`src/i2cm_pkg.sv`:
```
// Shared types and constants for the I2C master transaction engine.
`timescale 1ns / 1ps
package i2cm_pkg;

  localparam int CFG_W          = 16;
  localparam int DELAY_BITS_DEF = 16;
  localparam int PADDR_W        = 3;
  localparam int PDATA_W        = 32;

  localparam logic [CFG_W-1:0] BIT_TICKS_RST = 16'd250;
  localparam logic [CFG_W-1:0] ACK_TICKS_RST = 16'd1250;

  // register select bit of paddr (byte address 4*i)
  localparam logic REG_BIT_TICKS = 1'b0;
  localparam logic REG_ACK_TICKS = 1'b1;

  localparam logic [1:0] REQ_TICK  = 2'd0;
  localparam logic [1:0] REQ_WRITE = 2'd1;
  localparam logic [1:0] REQ_READ  = 2'd2;

  localparam logic [3:0] PH_IDLE   = 4'd0;
  localparam logic [3:0] PH_S1     = 4'd1;
  localparam logic [3:0] PH_S2     = 4'd2;
  localparam logic [3:0] PH_TB_LO  = 4'd3;
  localparam logic [3:0] PH_TB_HI  = 4'd4;
  localparam logic [3:0] PH_ACK_LO = 4'd5;
  localparam logic [3:0] PH_ACK_HI = 4'd6;
  localparam logic [3:0] PH_WAIT   = 4'd7;
  localparam logic [3:0] PH_RB_LO  = 4'd8;
  localparam logic [3:0] PH_RB_HI  = 4'd9;
  localparam logic [3:0] PH_MA_LO  = 4'd10;
  localparam logic [3:0] PH_MA_HI  = 4'd11;
  localparam logic [3:0] PH_P1     = 4'd12;
  localparam logic [3:0] PH_P2     = 4'd13;

  typedef struct packed {
    logic [CFG_W-1:0] bit_ticks;
    logic [CFG_W-1:0] ack_ticks;
  } i2cm_cfg_t;

  typedef struct packed {
    logic [1:0] req_type;
    logic [6:0] dev_addr;
    logic [7:0] byte_count;
    logic [7:0] write_byte;
    logic       write_byte_valid;
    logic       sda_sample;
  } i2cm_in_t;

  typedef struct packed {
    logic       scl_level;
    logic       sda_drive_enable;
    logic       sda_level;
    logic       busy_res;
    logic       write_byte_request;
    logic [7:0] read_byte;
    logic       read_byte_valid;
    logic       done_res;
    logic       success;
  } i2cm_out_t;

  // engine state apart from the delay counter, whose width is a parameter
  typedef struct packed {
    logic [3:0] phase;
    logic [7:0] shift_byte;
    logic [3:0] bit_index;
    logic [7:0] bytes_left;
    logic       is_read;
    logic       pin_scl;
    logic       pin_en;
    logic       pin_lvl;
    logic       addr_stage;
    logic       all_ok;
  } i2cm_state_t;

endpackage

```
`src/i2c_master_transaction_engine.sv`:
```
// Top level of the tick-driven I2C master: input register, sequencer state, result register.
`timescale 1ns / 1ps
// Each input transaction is one timing tick of a 7-bit-address I2C master; every tick
// returns exactly one result with the pin levels for that tick and the status strobes.
// One tick is taken per clock, sustained, whenever the result side does not stall; a
// tick goes from the input register through the combinational next-state step into
// the result register. The input side stalls only while both the input register and
// an untaken result are held. Phase lengths come from the bit_phase_ticks (byte
// address 0) and ack_phase_ticks (byte address 4) registers, clamped to the DELAY_BITS
// counter; write them only while idle.
module i2c_master_transaction_engine #(
  parameter int DELAY_BITS = i2cm_pkg::DELAY_BITS_DEF
) (
  input  logic                         clk,
  input  logic                         rst_n,
  input  logic                         psel,
  input  logic                         penable,
  input  logic                         pwrite,
  input  logic [i2cm_pkg::PADDR_W-1:0] paddr,
  input  logic [i2cm_pkg::PDATA_W-1:0] pwdata,
  output logic [i2cm_pkg::PDATA_W-1:0] prdata,
  output logic                         pready,
  input  logic                         in_valid,
  output logic                         in_stall,
  input  logic [1:0]                   in_req_type,
  input  logic [6:0]                   in_dev_addr,
  input  logic [7:0]                   in_byte_count,
  input  logic [7:0]                   in_write_byte,
  input  logic                         in_write_byte_valid,
  input  logic                         in_sda_sample,
  output logic                         out_valid,
  input  logic                         out_stall,
  output logic                         out_scl_level,
  output logic                         out_sda_drive_enable,
  output logic                         out_sda_level,
  output logic                         out_busy_res,
  output logic                         out_write_byte_request,
  output logic [7:0]                   out_read_byte,
  output logic                         out_read_byte_valid,
  output logic                         out_done_res,
  output logic                         out_success
);

  i2cm_pkg::i2cm_cfg_t   cfg;
  i2cm_pkg::i2cm_in_t    item_r, item_nxt;
  logic                  in_vld_r, in_vld_nxt;
  i2cm_pkg::i2cm_state_t st_r, st_nxt;
  logic [DELAY_BITS-1:0] dly_r, dly_nxt;
  i2cm_pkg::i2cm_out_t   res_r, res_nxt;
  logic                  out_vld_r, out_vld_nxt;
  logic                  out_adv;
  logic                  fire;
  logic                  in_take;

  i2cm_regs u_regs (
    .clk     (clk),
    .rst_n   (rst_n),
    .psel    (psel),
    .penable (penable),
    .pwrite  (pwrite),
    .paddr   (paddr),
    .pwdata  (pwdata),
    .prdata  (prdata),
    .pready  (pready),
    .cfg_o   (cfg)
  );

  i2cm_pkg::i2cm_state_t st_step;
  logic [DELAY_BITS-1:0] dly_step;
  i2cm_pkg::i2cm_out_t   res_step;

  i2cm_step #(.DELAY_BITS(DELAY_BITS)) u_step (
    .cfg_i  (cfg),
    .item_i (item_r),
    .st_i   (st_r),
    .dly_i  (dly_r),
    .st_o   (st_step),
    .dly_o  (dly_step),
    .res_o  (res_step)
  );

  assign out_adv  = !out_vld_r || !out_stall;
  assign fire     = in_vld_r && out_adv;
  assign in_stall = in_vld_r && !out_adv;
  assign in_take  = in_valid && !in_stall;

  always_comb begin
    item_nxt   = item_r;
    in_vld_nxt = in_vld_r;
    if (in_take) begin
      item_nxt.req_type         = in_req_type;
      item_nxt.dev_addr         = in_dev_addr;
      item_nxt.byte_count       = in_byte_count;
      item_nxt.write_byte       = in_write_byte;
      item_nxt.write_byte_valid = in_write_byte_valid;
      item_nxt.sda_sample       = in_sda_sample;
      in_vld_nxt = 1'b1;
    end else if (fire) begin
      in_vld_nxt = 1'b0;
    end
  end

  always_comb begin
    st_nxt      = st_r;
    dly_nxt     = dly_r;
    res_nxt     = res_r;
    out_vld_nxt = out_vld_r;
    if (fire) begin
      st_nxt      = st_step;
      dly_nxt     = dly_step;
      res_nxt     = res_step;
      out_vld_nxt = 1'b1;
    end else if (out_adv) begin
      out_vld_nxt = 1'b0;
    end
  end

  always_ff @(posedge clk) begin
    item_r <= item_nxt;
    res_r  <= res_nxt;
  end

  always_ff @(posedge clk) begin
    if (!rst_n) begin
      in_vld_r      <= 1'b0;
      out_vld_r     <= 1'b0;
      dly_r         <= '0;
      st_r          <= '0;
      st_r.phase    <= i2cm_pkg::PH_IDLE;
      st_r.pin_scl  <= 1'b1;
      st_r.all_ok   <= 1'b1;
    end else begin
      in_vld_r  <= in_vld_nxt;
      out_vld_r <= out_vld_nxt;
      dly_r     <= dly_nxt;
      st_r      <= st_nxt;
    end
  end

  assign out_valid              = out_vld_r;
  assign out_scl_level          = res_r.scl_level;
  assign out_sda_drive_enable   = res_r.sda_drive_enable;
  assign out_sda_level          = res_r.sda_level;
  assign out_busy_res           = res_r.busy_res;
  assign out_write_byte_request = res_r.write_byte_request;
  assign out_read_byte          = res_r.read_byte;
  assign out_read_byte_valid    = res_r.read_byte_valid;
  assign out_done_res           = res_r.done_res;
  assign out_success            = res_r.success;

endmodule

```
`src/i2cm_regs.sv`:
```
// APB-style configuration registers for the phase tick counts.
`timescale 1ns / 1ps
module i2cm_regs (
  input  logic                                clk,
  input  logic                                rst_n,
  input  logic                                psel,
  input  logic                                penable,
  input  logic                                pwrite,
  input  logic [i2cm_pkg::PADDR_W-1:0]        paddr,
  input  logic [i2cm_pkg::PDATA_W-1:0]        pwdata,
  output logic [i2cm_pkg::PDATA_W-1:0]        prdata,
  output logic                                pready,
  output i2cm_pkg::i2cm_cfg_t                 cfg_o
);

  logic [i2cm_pkg::CFG_W-1:0] bit_ticks_r, bit_ticks_nxt;
  logic [i2cm_pkg::CFG_W-1:0] ack_ticks_r, ack_ticks_nxt;
  logic                       wr_en;
  logic                       sel;

  assign pready = 1'b1;
  assign wr_en  = psel & penable & pwrite;
  assign sel    = paddr[2];

  always_comb begin
    bit_ticks_nxt = bit_ticks_r;
    ack_ticks_nxt = ack_ticks_r;
    if (wr_en) begin
      unique case (sel)
        i2cm_pkg::REG_BIT_TICKS: bit_ticks_nxt = pwdata[i2cm_pkg::CFG_W-1:0];
        i2cm_pkg::REG_ACK_TICKS: ack_ticks_nxt = pwdata[i2cm_pkg::CFG_W-1:0];
        default: ;
      endcase
    end
  end

  always_ff @(posedge clk) begin
    if (!rst_n) begin
      bit_ticks_r <= i2cm_pkg::BIT_TICKS_RST;
      ack_ticks_r <= i2cm_pkg::ACK_TICKS_RST;
    end else begin
      bit_ticks_r <= bit_ticks_nxt;
      ack_ticks_r <= ack_ticks_nxt;
    end
  end

  always_comb begin
    unique case (sel)
      i2cm_pkg::REG_BIT_TICKS: prdata = i2cm_pkg::PDATA_W'(bit_ticks_r);
      i2cm_pkg::REG_ACK_TICKS: prdata = i2cm_pkg::PDATA_W'(ack_ticks_r);
      default:                 prdata = '0;
    endcase
  end

  assign cfg_o.bit_ticks = bit_ticks_r;
  assign cfg_o.ack_ticks = ack_ticks_r;

endmodule

```
`src/i2cm_step.sv`:
```
// Next-state and result logic for one tick of the bus sequencer.
`timescale 1ns / 1ps
module i2cm_step #(
  parameter int DELAY_BITS = i2cm_pkg::DELAY_BITS_DEF
) (
  input  i2cm_pkg::i2cm_cfg_t   cfg_i,
  input  i2cm_pkg::i2cm_in_t    item_i,
  input  i2cm_pkg::i2cm_state_t st_i,
  input  logic [DELAY_BITS-1:0] dly_i,
  output i2cm_pkg::i2cm_state_t st_o,
  output logic [DELAY_BITS-1:0] dly_o,
  output i2cm_pkg::i2cm_out_t   res_o
);

  localparam int CW = (DELAY_BITS > i2cm_pkg::CFG_W) ? DELAY_BITS : i2cm_pkg::CFG_W;
  localparam logic [CW-1:0] LIM = CW'({DELAY_BITS{1'b1}});

  // clamp a tick count into the counter range, zero counts as one
  function automatic logic [DELAY_BITS-1:0] eff_ticks(input logic [i2cm_pkg::CFG_W-1:0] v);
    logic [CW-1:0] w;
    begin
      w = CW'(v);
      if (w > LIM) w = LIM;
      if (w == '0) w = CW'(1);
      return DELAY_BITS'(w);
    end
  endfunction

  logic [DELAY_BITS-1:0] bt;
  logic [DELAY_BITS-1:0] at;

  assign bt = eff_ticks(cfg_i.bit_ticks);
  assign at = eff_ticks(cfg_i.ack_ticks);

  always_comb begin
    i2cm_pkg::i2cm_state_t s;
    logic [DELAY_BITS-1:0] dc;
    i2cm_pkg::i2cm_out_t   o;
    s = st_i;
    dc = dly_i;
    o = '0;

    // start request from idle
    if (s.phase == i2cm_pkg::PH_IDLE &&
        (item_i.req_type == i2cm_pkg::REQ_WRITE || item_i.req_type == i2cm_pkg::REQ_READ)) begin
      if (item_i.byte_count == 8'd0) begin
        o.done_res = 1'b1;
      end else begin
        s.is_read    = (item_i.req_type == i2cm_pkg::REQ_READ);
        s.shift_byte = {item_i.dev_addr, s.is_read};
        s.bit_index  = 4'd0;
        s.bytes_left = item_i.byte_count;
        s.addr_stage = 1'b1;
        s.all_ok     = 1'b1;
        s.phase      = i2cm_pkg::PH_S1;
        s.pin_scl    = 1'b1;
        s.pin_en     = 1'b1;
        s.pin_lvl    = 1'b1;
        dc           = bt;
      end
    end

    // hold SCL low until the next write byte shows up
    if (s.phase == i2cm_pkg::PH_WAIT) begin
      if (item_i.write_byte_valid) begin
        s.shift_byte = item_i.write_byte;
        s.bit_index  = 4'd0;
        s.phase      = i2cm_pkg::PH_TB_LO;
        s.pin_scl    = 1'b0;
        s.pin_en     = 1'b1;
        s.pin_lvl    = item_i.write_byte[7];
        dc           = bt;
      end else begin
        o.write_byte_request = 1'b1;
      end
    end

    o.scl_level        = s.pin_scl;
    o.sda_drive_enable = s.pin_en;
    o.sda_level        = s.pin_lvl;

    if (s.phase != i2cm_pkg::PH_IDLE && s.phase != i2cm_pkg::PH_WAIT) begin
      if (dc != '0) dc = dc - 1'b1;
      if (dc == '0) begin
        unique case (s.phase)
          i2cm_pkg::PH_S1: begin
            s.phase = i2cm_pkg::PH_S2;
            s.pin_scl = 1'b1; s.pin_en = 1'b1; s.pin_lvl = 1'b0; dc = bt;
          end
          i2cm_pkg::PH_S2: begin
            s.phase = i2cm_pkg::PH_TB_LO;
            s.pin_scl = 1'b0; s.pin_en = 1'b1; s.pin_lvl = s.shift_byte[7]; dc = bt;
          end
          i2cm_pkg::PH_TB_LO: begin
            s.phase = i2cm_pkg::PH_TB_HI;
            s.pin_scl = 1'b1; dc = bt;
          end
          i2cm_pkg::PH_TB_HI: begin
            s.shift_byte = {s.shift_byte[6:0], 1'b0};
            s.bit_index  = s.bit_index + 4'd1;
            if (s.bit_index < 4'd8) begin
              s.phase = i2cm_pkg::PH_TB_LO;
              s.pin_scl = 1'b0; s.pin_en = 1'b1; s.pin_lvl = s.shift_byte[7];
            end else begin
              s.phase = i2cm_pkg::PH_ACK_LO;
              s.pin_scl = 1'b0; s.pin_en = 1'b0; s.pin_lvl = 1'b0;
            end
            dc = bt;
          end
          i2cm_pkg::PH_ACK_LO: begin
            s.phase = i2cm_pkg::PH_ACK_HI;
            s.pin_scl = 1'b1; s.pin_en = 1'b0; s.pin_lvl = 1'b0; dc = at;
          end
          i2cm_pkg::PH_ACK_HI: begin
            if (item_i.sda_sample) begin
              // NACK from the target: drop to STOP and flag the failure
              s.all_ok = 1'b0;
              s.phase = i2cm_pkg::PH_P1;
              s.pin_scl = 1'b0; s.pin_en = 1'b1; s.pin_lvl = 1'b0; dc = bt;
            end else if (s.addr_stage) begin
              s.addr_stage = 1'b0;
              s.bit_index  = 4'd0;
              s.shift_byte = 8'd0;
              s.pin_scl = 1'b0; s.pin_en = 1'b0; s.pin_lvl = 1'b0;
              if (s.is_read) begin
                s.phase = i2cm_pkg::PH_RB_LO; dc = bt;
              end else begin
                s.phase = i2cm_pkg::PH_WAIT; dc = '0;
              end
            end else begin
              s.bytes_left = s.bytes_left - 8'd1;
              if (s.bytes_left == 8'd0) begin
                s.phase = i2cm_pkg::PH_P1;
                s.pin_scl = 1'b0; s.pin_en = 1'b1; s.pin_lvl = 1'b0; dc = bt;
              end else begin
                s.phase = i2cm_pkg::PH_WAIT;
                s.pin_scl = 1'b0; s.pin_en = 1'b0; s.pin_lvl = 1'b0; dc = '0;
              end
            end
          end
          i2cm_pkg::PH_RB_LO: begin
            s.phase = i2cm_pkg::PH_RB_HI;
            s.pin_scl = 1'b1; s.pin_en = 1'b0; s.pin_lvl = 1'b0; dc = bt;
          end
          i2cm_pkg::PH_RB_HI: begin
            s.shift_byte = {s.shift_byte[6:0], item_i.sda_sample};
            s.bit_index  = s.bit_index + 4'd1;
            if (s.bit_index < 4'd8) begin
              s.phase = i2cm_pkg::PH_RB_LO;
              s.pin_scl = 1'b0; s.pin_en = 1'b0; s.pin_lvl = 1'b0;
            end else begin
              o.read_byte       = s.shift_byte;
              o.read_byte_valid = 1'b1;
              s.bytes_left = s.bytes_left - 8'd1;
              // ACK all but the last byte, NACK the last
              s.phase = i2cm_pkg::PH_MA_LO;
              s.pin_scl = 1'b0; s.pin_en = 1'b1; s.pin_lvl = (s.bytes_left == 8'd0);
            end
            dc = bt;
          end
          i2cm_pkg::PH_MA_LO: begin
            s.phase = i2cm_pkg::PH_MA_HI;
            s.pin_scl = 1'b1; dc = at;
          end
          i2cm_pkg::PH_MA_HI: begin
            if (s.bytes_left != 8'd0) begin
              s.bit_index  = 4'd0;
              s.shift_byte = 8'd0;
              s.phase = i2cm_pkg::PH_RB_LO;
              s.pin_scl = 1'b0; s.pin_en = 1'b0; s.pin_lvl = 1'b0;
            end else begin
              s.phase = i2cm_pkg::PH_P1;
              s.pin_scl = 1'b0; s.pin_en = 1'b1; s.pin_lvl = 1'b0;
            end
            dc = bt;
          end
          i2cm_pkg::PH_P1: begin
            s.phase = i2cm_pkg::PH_P2;
            s.pin_scl = 1'b1; s.pin_en = 1'b1; s.pin_lvl = 1'b0; dc = bt;
          end
          i2cm_pkg::PH_P2: begin
            s.phase = i2cm_pkg::PH_IDLE;
            s.pin_scl = 1'b1; s.pin_en = 1'b1; s.pin_lvl = 1'b1; dc = '0;
            o.done_res = 1'b1;
            o.success  = s.all_ok;
          end
          default: begin
            s.phase = i2cm_pkg::PH_IDLE;
            s.pin_scl = 1'b1; s.pin_en = 1'b0; s.pin_lvl = 1'b0; dc = '0;
          end
        endcase
      end
    end

    o.busy_res = (s.phase != i2cm_pkg::PH_IDLE);

    st_o  = s;
    dly_o = dc;
    res_o = o;
  end

endmodule

```
`config.mk`:
```
export PLATFORM = sky130hd
export DESIGN_NAME = i2c_master_transaction_engine
export DESIGN_NICKNAME = d
export VERILOG_FILES = /design/src/i2cm_pkg.sv /design/src/i2c_master_transaction_engine.sv /design/src/i2cm_regs.sv /design/src/i2cm_step.sv
export SDC_FILE = /design/constraint.sdc
export NUM_CORES = 1
export LEC_CHECK = 0
export BUFFER_PORTS_ARGS = -buffer_cell sky130_fd_sc_hd__buf_2
export CORE_MARGIN = 5
export CORE_UTILIZATION = 45
export DETAILED_ROUTE_END_ITERATION = 16
export PLACE_DENSITY = 0.78
export SLEW_MARGIN = 15
export SYNTH_ARGS = -nofsm -noshare
export SYNTH_HDL_FRONTEND = slang
export SYNTH_SLANG_ARGS = --single-unit
```
`constraint.sdc`:
```
create_clock -name clk -period 5.8 [get_ports clk]
set_clock_uncertainty 0.05 [all_clocks]
set_input_delay 1.16 -clock clk [delete_from_list [all_inputs] [get_ports clk]]
set_output_delay 1.16 -clock clk [all_outputs]
set_load 0.005 [all_outputs]
```
==> results.json, run 1 <==
{
  "maxSlewViolCount": 0,
  "synth_edf_count": 43,
  "ys_ff_latch": 123,
  "reg2reg_setup_slack_ns": 0.46,
  "placed_cell_area_um2": 8298,
  "cap_viol_max_count": 0,
  "wl_um": 23310,
  "tightest_slew_ns": 1.167,
  "cts_buffers": 17,
  "die_h_um": 140.9,
  "regToRegEndpoint": "out_read_byte[6]",
  "yosysWarnings": 0,
  "yosysUniqueCellTypes": 77,
  "synth_seq_area_share_pct": 37.49,
  "ctsHtreeMaxLevel": 4,
  "final_area_um2": 8892,
  "synthFlopType": "dfxtp_1",
  "fin_cells": 1239,
  "vias": 7725,
  "rows": 47,
  "crit_type": "flop to flop",
  "ant_nets": 0,
  "drtPass1Iterations": 8,
  "grt_pass1_wl_um": 37160,
  "drt-initial-drc-count": 985,
  "wire_per_inst_um": 18.81,
  "path_max_fanout": 9,
  "finalSetupViolCount": 0,
  "ys_async_sr_fraction_pct": 0,
  "grt_usage_pct": 22.89,
  "dieArea_um2": 19870,
  "routabilityCongestion": 1.016,
  "cp-endpoint": "out_read_byte[6]",
  "power_leakage_nw": 3.426,
  "drc": 0,
  "synth_cells": 944,
  "clock.fmax_mhz": 187.1,
  "arrival_ns": 5.59,
  "io_pins": 120,
  "startpoint": "item_r[26]",
  "grt_pass1_vias": 7083,
  "cts_tree": "yes",
  "synth_area_um2": 7716,
  "viasPerCell": 6.235,
  "startpoint_type": "flop",
  "grt_max_degree": 58,
  "hold_viol_final": 0,
  "max-clock-path-buffers": 2,
  "coreArea_um2": 16700,
  "timing.rr.start": "item_r[26]",
  "grt.overflow.total": 0,
  "max-slew-margin-rel_pct": 21.93,
  "fillCellCount": 1577,
  "clkTransAtPathRegs_ns": 0.06,
  "die_w_um": 140.9,
  "r2r_cells": 16,
  "syn2layout_area_growth_pct": 15.24,
  "cp.required_ns": 6.04,
  "start_util_pct": 46.20,
  "fin_tns_setup_ns": 0,
  "fin_crit_sh_pct": 92.14,
  "avgSynthCellArea_um2": 8.174,
  "rsz0062_at_grt": "false",
  "powerDensity_nw_per_um2": 288.4,
  "min_period_ns": 5.344,
  "end_kind": "flop",
  "irDropWorstVdd_mv": 0.2044,
  "antenna_found_initial": 0,
  "drive_gt1_share_pct": 17.76,
  "placed_cells": 1207,
  "final_nets": 1082,
  "io_buffers": 84,
  "clock_latency_ns": 0.43,
  "outcome": "completed",
  "numClockSinks": 123,
  "diodes": 0,
  "hpwlAfterDp_um": 16140,
  "hp-class": "flop to flop",
  "power_mw": 2.564,
  "root_buffer": "clkbuf_16"
}
==> worst max-delay path, stage by stage (launching register included) <==
cell and delay [ns]:
edfxtp_1 0.37, ha_1 0.33, nor3_2 0.33, nand2_1 0.16
o21ai_2 0.26, mux2i_1 0.30, ha_1 0.22, nor4b_1 0.32
nand4_1 0.41, a211oi_1 0.42, a31oi_1 0.20, o41ai_1 0.14
a211oi_1 0.15, or3b_1 0.44, or3_1 0.42, nor3_2 0.49
and2_1 0.20
==> cell families after synthesis <==
kind of cell / synth area share (%)
multiplexers: 5.692
flip-flops: 37.49
XOR/XNOR: 2.384
buffers and inverters: 5.983
AO/OA/AOI/OAI: 23.11
adder cells (fa/ha/maj): 0.9729
other: 0.09733
AND/OR/NAND/NOR: 24.27
==> layout by cell type (no fill, tap or decap), drive strengths merged, types with 6 or more instances in the layout <==
cell / count
xor2: 8
dfxtp: 80
o211ai: 14
clkbuf: 19
mux2: 21
a31oi: 27
nand3: 33
edfxtp: 43
nand2: 138
and3: 9
a32oi: 11
a21oi: 68
nand2b: 6
and2: 18
xnor2: 13
nor3b: 6
nand4: 10
a22oi: 16
nor2b: 8
ha: 6
a32o: 8
buf: 115
nor3: 31
a211oi: 9
mux2i: 18
o21ai: 52
nor4: 19
conb: 17
nor2: 81
clkinv: 7
a211o: 6
inv: 15
==> report_power, final <==
part	internal, mW	total, mW	leakage (nW)	switching, mW
Sequential	0.937	0.978	1.06	0.0406
Clock	0.670	1.07	0.278	0.403
Combinational	0.201	0.514	2.09	0.313
==> layout make-up <==
type | instances | area (um2) | area share (%)
tap | 220 | 275.3 | 3.096
clock inverter | 12 | 148.9 | 1.674
timing repair buffer | 115 | 653.1 | 7.345
inverter | 15 | 56.30 | 0.6332
clock buffer | 19 | 432.9 | 4.868
multi-input combinational | 735 | 4433 | 49.85
sequential | 123 | 2893 | 32.53
==> stage by stage <==
step	hold slack [ns]	setup WS, ns	utilization [%]
3_3_place_gp	0.3941	0.2965	49.69
2_1_floorplan	0.3867	0.5141	-
6_report	0.4081	0.4558	53.24
5_1_grt	0.4424	0.1521	53.24
4_1_cts	0.4066	0.1148	53.17
3_5_place_dp	0.3989	0.1767	49.69
==> flip-flops by register name, summed over array words and instances, names as in the netlist <==
| register | cells |
|---|---|
| dly_r | 16 |
| in_vld_r | 1 |
| item_r | 27 |
| out_busy_res | 1 |
| out_done_res | 1 |
| out_read_byte | 8 |
| out_read_byte_valid | 1 |
| out_scl_level | 1 |
| out_sda_drive_enable | 1 |
| out_sda_level | 1 |
| out_success | 1 |
| out_valid | 1 |
| out_write_byte_request | 1 |
| st_r | 30 |
| u_regs.ack_ticks_r | 16 |
| u_regs.bit_ticks_r | 16 |
==> per-layer routing <==
layer,wire (um),global-route usage [%],vias to the layer above
li1,-,-,3605
met1,10140,32.36,3600
met2,10140,34.90,459
met3,2518,4.639,61
met4,516,8.006,0
met5,0,0,-
==> synth_stat cells, drive strengths merged, types with 4 or more instances <==
master,n,area share (%)
nand2,138,6.7
nor2,81,3.9
dfxtp,80,21
a21oi,68,4.4
clkbuf,54,2.6
o21ai,52,3.4
edfxtp,43,17
nand3,33,2.1
buf,32,2.6
nor3,31,2.1
a31oi,27,2.2
mux2,21,3.1
nor4,19,2.0
and2,18,1.5
mux2i,18,2.3
a22oi,16,1.6
inv,14,0.68
o211ai,14,1.4
xnor2,13,1.5
a32oi,11,1.2
nand4,10,0.81
a211oi,9,0.88
and3,9,0.73
a32o,8,1.0
nor2b,8,0.65
xor2,8,0.91
a211o,6,0.68
ha,6,0.97
nand2b,6,0.49
nor3b,6,0.73
a22o,5,0.57
o211a,5,0.65
o22ai,5,0.41
or3,5,0.41
a221oi,4,0.45
and4,4,0.45
nor4b,4,0.45
o21a,4,0.39
o21bai,4,0.39
==> worst min path at each step <==
| stage | startpoint | endpoint | slack [ns] | depth (start not counted) |
|---|---|---|---|---|
| finish | st_r[2] | st_r[2] | 0.41 | 2 |
| global route | st_r[2] | st_r[2] | 0.44 | 2 |
| CTS | st_r[2] | st_r[2] | 0.41 | 2 |
| detailed placement | st_r[2] | st_r[2] | 0.40 | 2 |
| global placement | st_r[2] | st_r[2] | 0.39 | 2 |
| floorplan | st_r[2] | st_r[2] | 0.39 | 2 |
==> timing repair <==
action	in CTS	in global routing
setup endpoints to repair	0	38
hold buffers	0	0
gates resized for setup	0	1
hold endpoints to repair	0	0
setup buffers	0	1
Power figures use the tool's default switching activity.
==> run 2, diff against run 1 <==
Settings changed: CELL_PAD_IN_SITES_DETAIL_PLACEMENT set to 0, CELL_PAD_IN_SITES_GLOBAL_PLACEMENT set to 1, CORE_UTILIZATION 45 to 43, GPL_TIMING_DRIVEN set to 0, PLACE_DENSITY 0.78 to 0.93.
==> results.json, run 2 (synthesized netlist as in run 1, its figures left out) <==
{
  "layout_commonest_cell": "nand2_1",
  "cap_viol_max_count": 0,
  "largestRegisters": "st_r x30, item_r x27",
  "grt_util_met2_pct": 39.37,
  "numClockSinks": 123,
  "top_usage_layer": "met2",
  "die_w_um": 144.0,
  "grt_util_met3_pct": 6.023,
  "syn2layout_area_growth_pct": 20.48,
  "ant_nets": 0,
  "tightest_slew_ns": 1.021,
  "diodes": 0,
  "ctsHtreeMaxLevel": 4,
  "placed_cell_area_um2": 8488,
  "die_h_um": 144.0,
  "irDropWorstVdd_mv": 0.2156,
  "clock.fmax_mhz": 178.6,
  "largest_reg_flops": 30,
  "clock_latency_ns": 0.44,
  "post-place-ws_ns": -1.435,
  "wire_per_inst_um": 21.05,
  "grt.overflow.total": 0,
  "cp.required_ns": 6.11,
  "worst_slack_ns": 0.2007,
  "end_kind": "flop",
  "clkTransAtPathRegs_ns": 0.06,
  "maxSlewViolCount": 0,
  "cts_tree": "yes",
  "wl_um": 27470,
  "antenna_found_initial": 0,
  "power_leakage_nw": 3.571,
  "fin_crit_sh_pct": 96.54,
  "io_pins": 120,
  "outcome": "completed",
  "max-clock-path-buffers": 2,
  "startpoint_type": "flop",
  "grt_use_met1_pct": 36.73,
  "path_max_fanout": 10,
  "io_buffers": 84,
  "final_nets": 1139,
  "mostFrequentLayoutCells": "nand2_1 (138), buf_2 (90), nor2_1 (81), dfxtp_1 (80), a21oi_1 (66)",
  "dieArea_um2": 20720,
  "hpwlAfterDp_um": 19780,
  "min_period_ns": 5.599,
  "viasPerCell": 6.206,
  "grt_pass1_vias": 7624,
  "start_util_pct": 43.25,
  "cts_buffers": 17,
  "hp-class": "flop to flop",
  "drive_gt1_share_pct": 19.14,
  "max-slew-margin-rel_pct": 31.29,
  "finalSetupViolCount": 0,
  "arrival_ns": 5.91,
  "drc": 0,
  "drt-initial-drc-count": 1038,
  "powerDensity_nw_per_um2": 284.1,
  "crit_type": "flop to flop",
  "fin_tns_setup_ns": 0,
  "vias": 8099,
  "final_area_um2": 9296,
  "grt_pass1_wl_um": 42170,
  "hold_viol_final": 0,
  "rsz0062_at_grt": "false",
  "grt_max_degree": 28,
  "rows": 49,
  "root_buffer": "clkbuf_16",
  "drtPass1Iterations": 8,
  "largest_register": "st_r",
  "grt_usage_pct": 26.21,
  "routabilityCongestion": 0.9747,
  "coreArea_um2": 17840
}
run 2: cell count changes in the layout (fill, tap and decap cells not counted), sizes merged:
cell / change
clkinv: -2
clkbuf: +52
inv: +4
clkinvlp: +1
buf: +3
bufinv: -1
run 2: final timing paths:
check / startpoint / to / slack, ns / cells after the start
worst max-delay path: item_r[26] / dly_r[5] / 0.20 / 20
worst min-delay path: st_r[2] / st_r[2] / 0.41 / 2
worst max register to register: item_r[26] / dly_r[5] / 0.20 / 20
worst min register to register: st_r[2] / st_r[2] / 0.41 / 2
run 2: stage by stage:
stage               std cells  utilization, %  total power, mW  hold WS, ns
global route             1305           52.11            2.734       0.4504
global placement         1272           47.53            1.511       0.3985
detailed placement       1272           47.58            1.515       0.3992
floorplan                 959               -            1.350       0.3867
CTS                      1304           51.45            2.611       0.4086
finish                   1305           52.11            2.641       0.4085
run 2: where the power goes:
group          leakage (nW)  internal, mW  switching (mW)
Sequential             1.06         0.937          0.0391
Clock                 0.282         0.642           0.452
Combinational          2.23         0.217           0.355
run 2: area by class of cell:
cell class / count / area [um2]
Inverter: 15 / 56.30
Buffer: 84 / 419.2
Timing Repair Buffer: 88 / 462.9
Clock buffer: 17 / 425.4
Sequential cell: 123 / 2893
Multi-Input combinational cell: 735 / 4588
Fill cell: 1665 / 8544
Clock inverter: 14 / 165.2
Tap cell: 229 / 286.5
run 2: repair_timing:
item | CTS | global route
setup buffers | 3 | 1
gates resized for setup | 17 | 22
hold buffers | 0 | 0
pin swaps | 3 | 3
endpoints found under the setup margin | 57 | 57
run 2: worst max-delay path, stage by stage, from the launching register on:
cell      delay (ns)
edfxtp_1        0.37
ha_1            0.40
nor3_4          0.19
and2_1          0.15
buf_2           0.25
nand2_1         0.13
clkbuf_1        0.31
clkbuf_2        0.35
a22oi_2         0.29
ha_1            0.20
clkbuf_1        0.38
and2_1          0.22
a31oi_1         0.08
a32o_1          0.22
o31ai_1         0.11
nand4b_1        0.39
o311ai_4        0.57
clkbuf_2        0.30
and2_1          0.24
a31oi_1         0.15
a21oi_1         0.18
run 2: layer usage:
layer,wire length (um),share of wire (%),up-vias
met2,11880,43,522
li1,-,-,3725
met1,11560,42,3761
met3,3127,11,91
met5,0,0,-
met4,897,3.3,0
==> run 3, diff against run 2 <==
Settings changed: ABC_CLOCK_PERIOD_IN_PS set to 5800, SETUP_SLACK_MARGIN set to 0.3, TNS_END_PERCENT set to 5.
==> results.json, run 3 (synthesized netlist as in run 1, its figures left out) <==
{
  "drive_gt1_share_pct": 20.04,
  "regArea_um2": 2893,
  "grt_pass1_wl_um": 42350,
  "multi_input_area_um2": 4617,
  "io_buffers": 84,
  "largestRegisters": "st_r x30, item_r x27",
  "crit_type": "flop to flop",
  "fin_crit_sh_pct": 91.24,
  "hold_viol_final": 0,
  "grt_pass1_vias": 7617,
  "cap_viol_max_count": 0,
  "crit_chain": "inv_1 -> ha_2 -> nor3_4 -> and2_1 -> buf_2 -> nand2_1 -> clkbuf_1 -> clkbuf_2 -> a22oi_2 -> ha_1 -> clkbuf_1 -> and2_1 -> a31oi_1 -> a32o_1 -> o31ai_1 -> nand4b_1 -> buf_4 -> o311ai_4 -> buf_4 -> clkbuf_2 -> and2_1 -> a31oi_1 -> a21oi_1",
  "fillCellCount": 1661,
  "cts_hold_buf": 0,
  "crit_buf_inv": 8,
  "end_kind": "flop",
  "ant_nets": 0,
  "crit_family": "buffers and inverters",
  "tightest_slew_ns": 1.046,
  "worst_slack_ns": 0.5081,
  "irDropWorstVdd_mv": 0.2191,
  "path_max_fanout": 10,
  "final_nets": 1146,
  "max-slew-margin-rel_pct": 29.60,
  "syn2layout_area_growth_pct": 21.55,
  "root_buffer": "clkbuf_16",
  "power_leakage_nw": 3.612,
  "grt_max_degree": 28,
  "clock.fmax_mhz": 189.0,
  "die_w_um": 144.0,
  "largest_register": "st_r",
  "antenna_found_initial": 0,
  "numClockSinks": 123,
  "arrival_ns": 5.60,
  "vias": 8183,
  "grt_usage_pct": 26.30,
  "crit_path_max_incr_delay_ns": 0.36,
  "grt.overflow.total": 0,
  "io_pins": 120,
  "rsz0062_at_grt": "false",
  "crit_top_cell": "and2_1",
  "drt-initial-drc-count": 1159,
  "finalSetupViolCount": 0,
  "die_h_um": 144.0,
  "drc": 0,
  "cts_buffers": 17,
  "mostFrequentLayoutCells": "nand2_1 (137), buf_2 (89), nor2_1 (81), dfxtp_1 (80), a21oi_1 (67)",
  "clock_latency_ns": 0.44,
  "powerDensity_nw_per_um2": 283.3,
  "start_util_pct": 43.25,
  "routabilityCongestion": 0.9747,
  "outcome": "completed",
  "cp.required_ns": 6.11,
  "hp-class": "flop to flop",
  "fin_util_pct": 52.57,
  "startpoint_type": "flop",
  "ctsHtreeMaxLevel": 4,
  "coreArea_um2": 17840,
  "wire_per_inst_um": 20.98,
  "maxSlewViolCount": 0,
  "post-place-ws_ns": -1.435,
  "diodes": 0,
  "wl_um": 27520,
  "clkTransAtPathRegs_ns": 0.06,
  "rows": 49,
  "viasPerCell": 6.237,
  "max-clock-path-buffers": 2,
  "min_period_ns": 5.292,
  "dieArea_um2": 20720,
  "hpwlAfterDp_um": 19780,
  "layout_commonest_cell": "nand2_1",
  "slowest_stage": "clkbuf_2",
  "drtPass1Iterations": 6,
  "largest_reg_flops": 30,
  "cts_tree": "yes"
}
==> run 3: cell count changes in the layout (fill, tap and decap cells not counted), sizes merged <==
cell | before | now
buf | 118 | 123
clkbuf | 71 | 73
==> run 3: worst paths after layout <==
path,startpoint,cells past startpoint,end,slack (ns)
worst max-delay path,item_r[25],23,dly_r[5],0.51
worst min-delay path,st_r[2],2,st_r[2],0.41
worst max register to register,item_r[25],23,dly_r[5],0.51
worst min register to register,st_r[2],2,st_r[2],0.41
==> run 3: through the flow <==
step                TNS (ns)  cell area, um2  std cells  hold slack [ns]  power [mW]
CTS                        0            9256       1306           0.4086       2.622
floorplan                  0            7772        959           0.3867       1.350
global route               0            9379       1312           0.4504       2.746
global placement      -78.43            8479       1272           0.3985       1.511
finish                     0            9379       1312           0.4087       2.657
detailed placement    -72.73            8488       1272           0.3992       1.515
==> run 3: area by class of cell <==
cell class	count	share of cell area, %
Sequential cell	123	30.84
Clock buffer	17	4.536
Inverter	15	0.6003
Tap cell	229	3.055
Clock inverter	14	1.761
Timing Repair Buffer	93	5.336
Buffer	86	4.642
Multi-Input combinational cell	735	49.23
==> run 3: power breakdown <==
group / total, mW / internal (mW) / switching, mW / leakage (nW)
sequential: 0.976 / 0.937 / 0.0390 / 1.06
clock: 1.10 / 0.641 / 0.455 / 0.282
combinational: 0.585 / 0.225 / 0.360 / 2.27
total: 2.66 / 1.80 / 0.854 / 3.61
==> run 3: layer usage <==
metal | vias to the layer above | part of all wire, % | track usage (%) | routed length [um]
met5 | - | 0 | 0 | 0
met4 | 0 | 3.0 | 9.911 | 828
met3 | 81 | 11 | 5.857 | 2956
met2 | 527 | 44 | 39.49 | 12020
met1 | 3841 | 43 | 37.02 | 11720
li1 | 3734 | - | - | -
==> run 3: repair_timing <==
item,CTS,global route
buffers inserted,3,6
pin swaps,4,5
gates cloned,0,0
gates resized for setup,31,16
endpoints found under the setup margin,57,57
==> run 3: tightest hold or removal path, stage by stage, from the launching register on <==
cell	delay, ns
dfxtp_1	0.31
nand2_1	0.05
a21oi_1	0.05
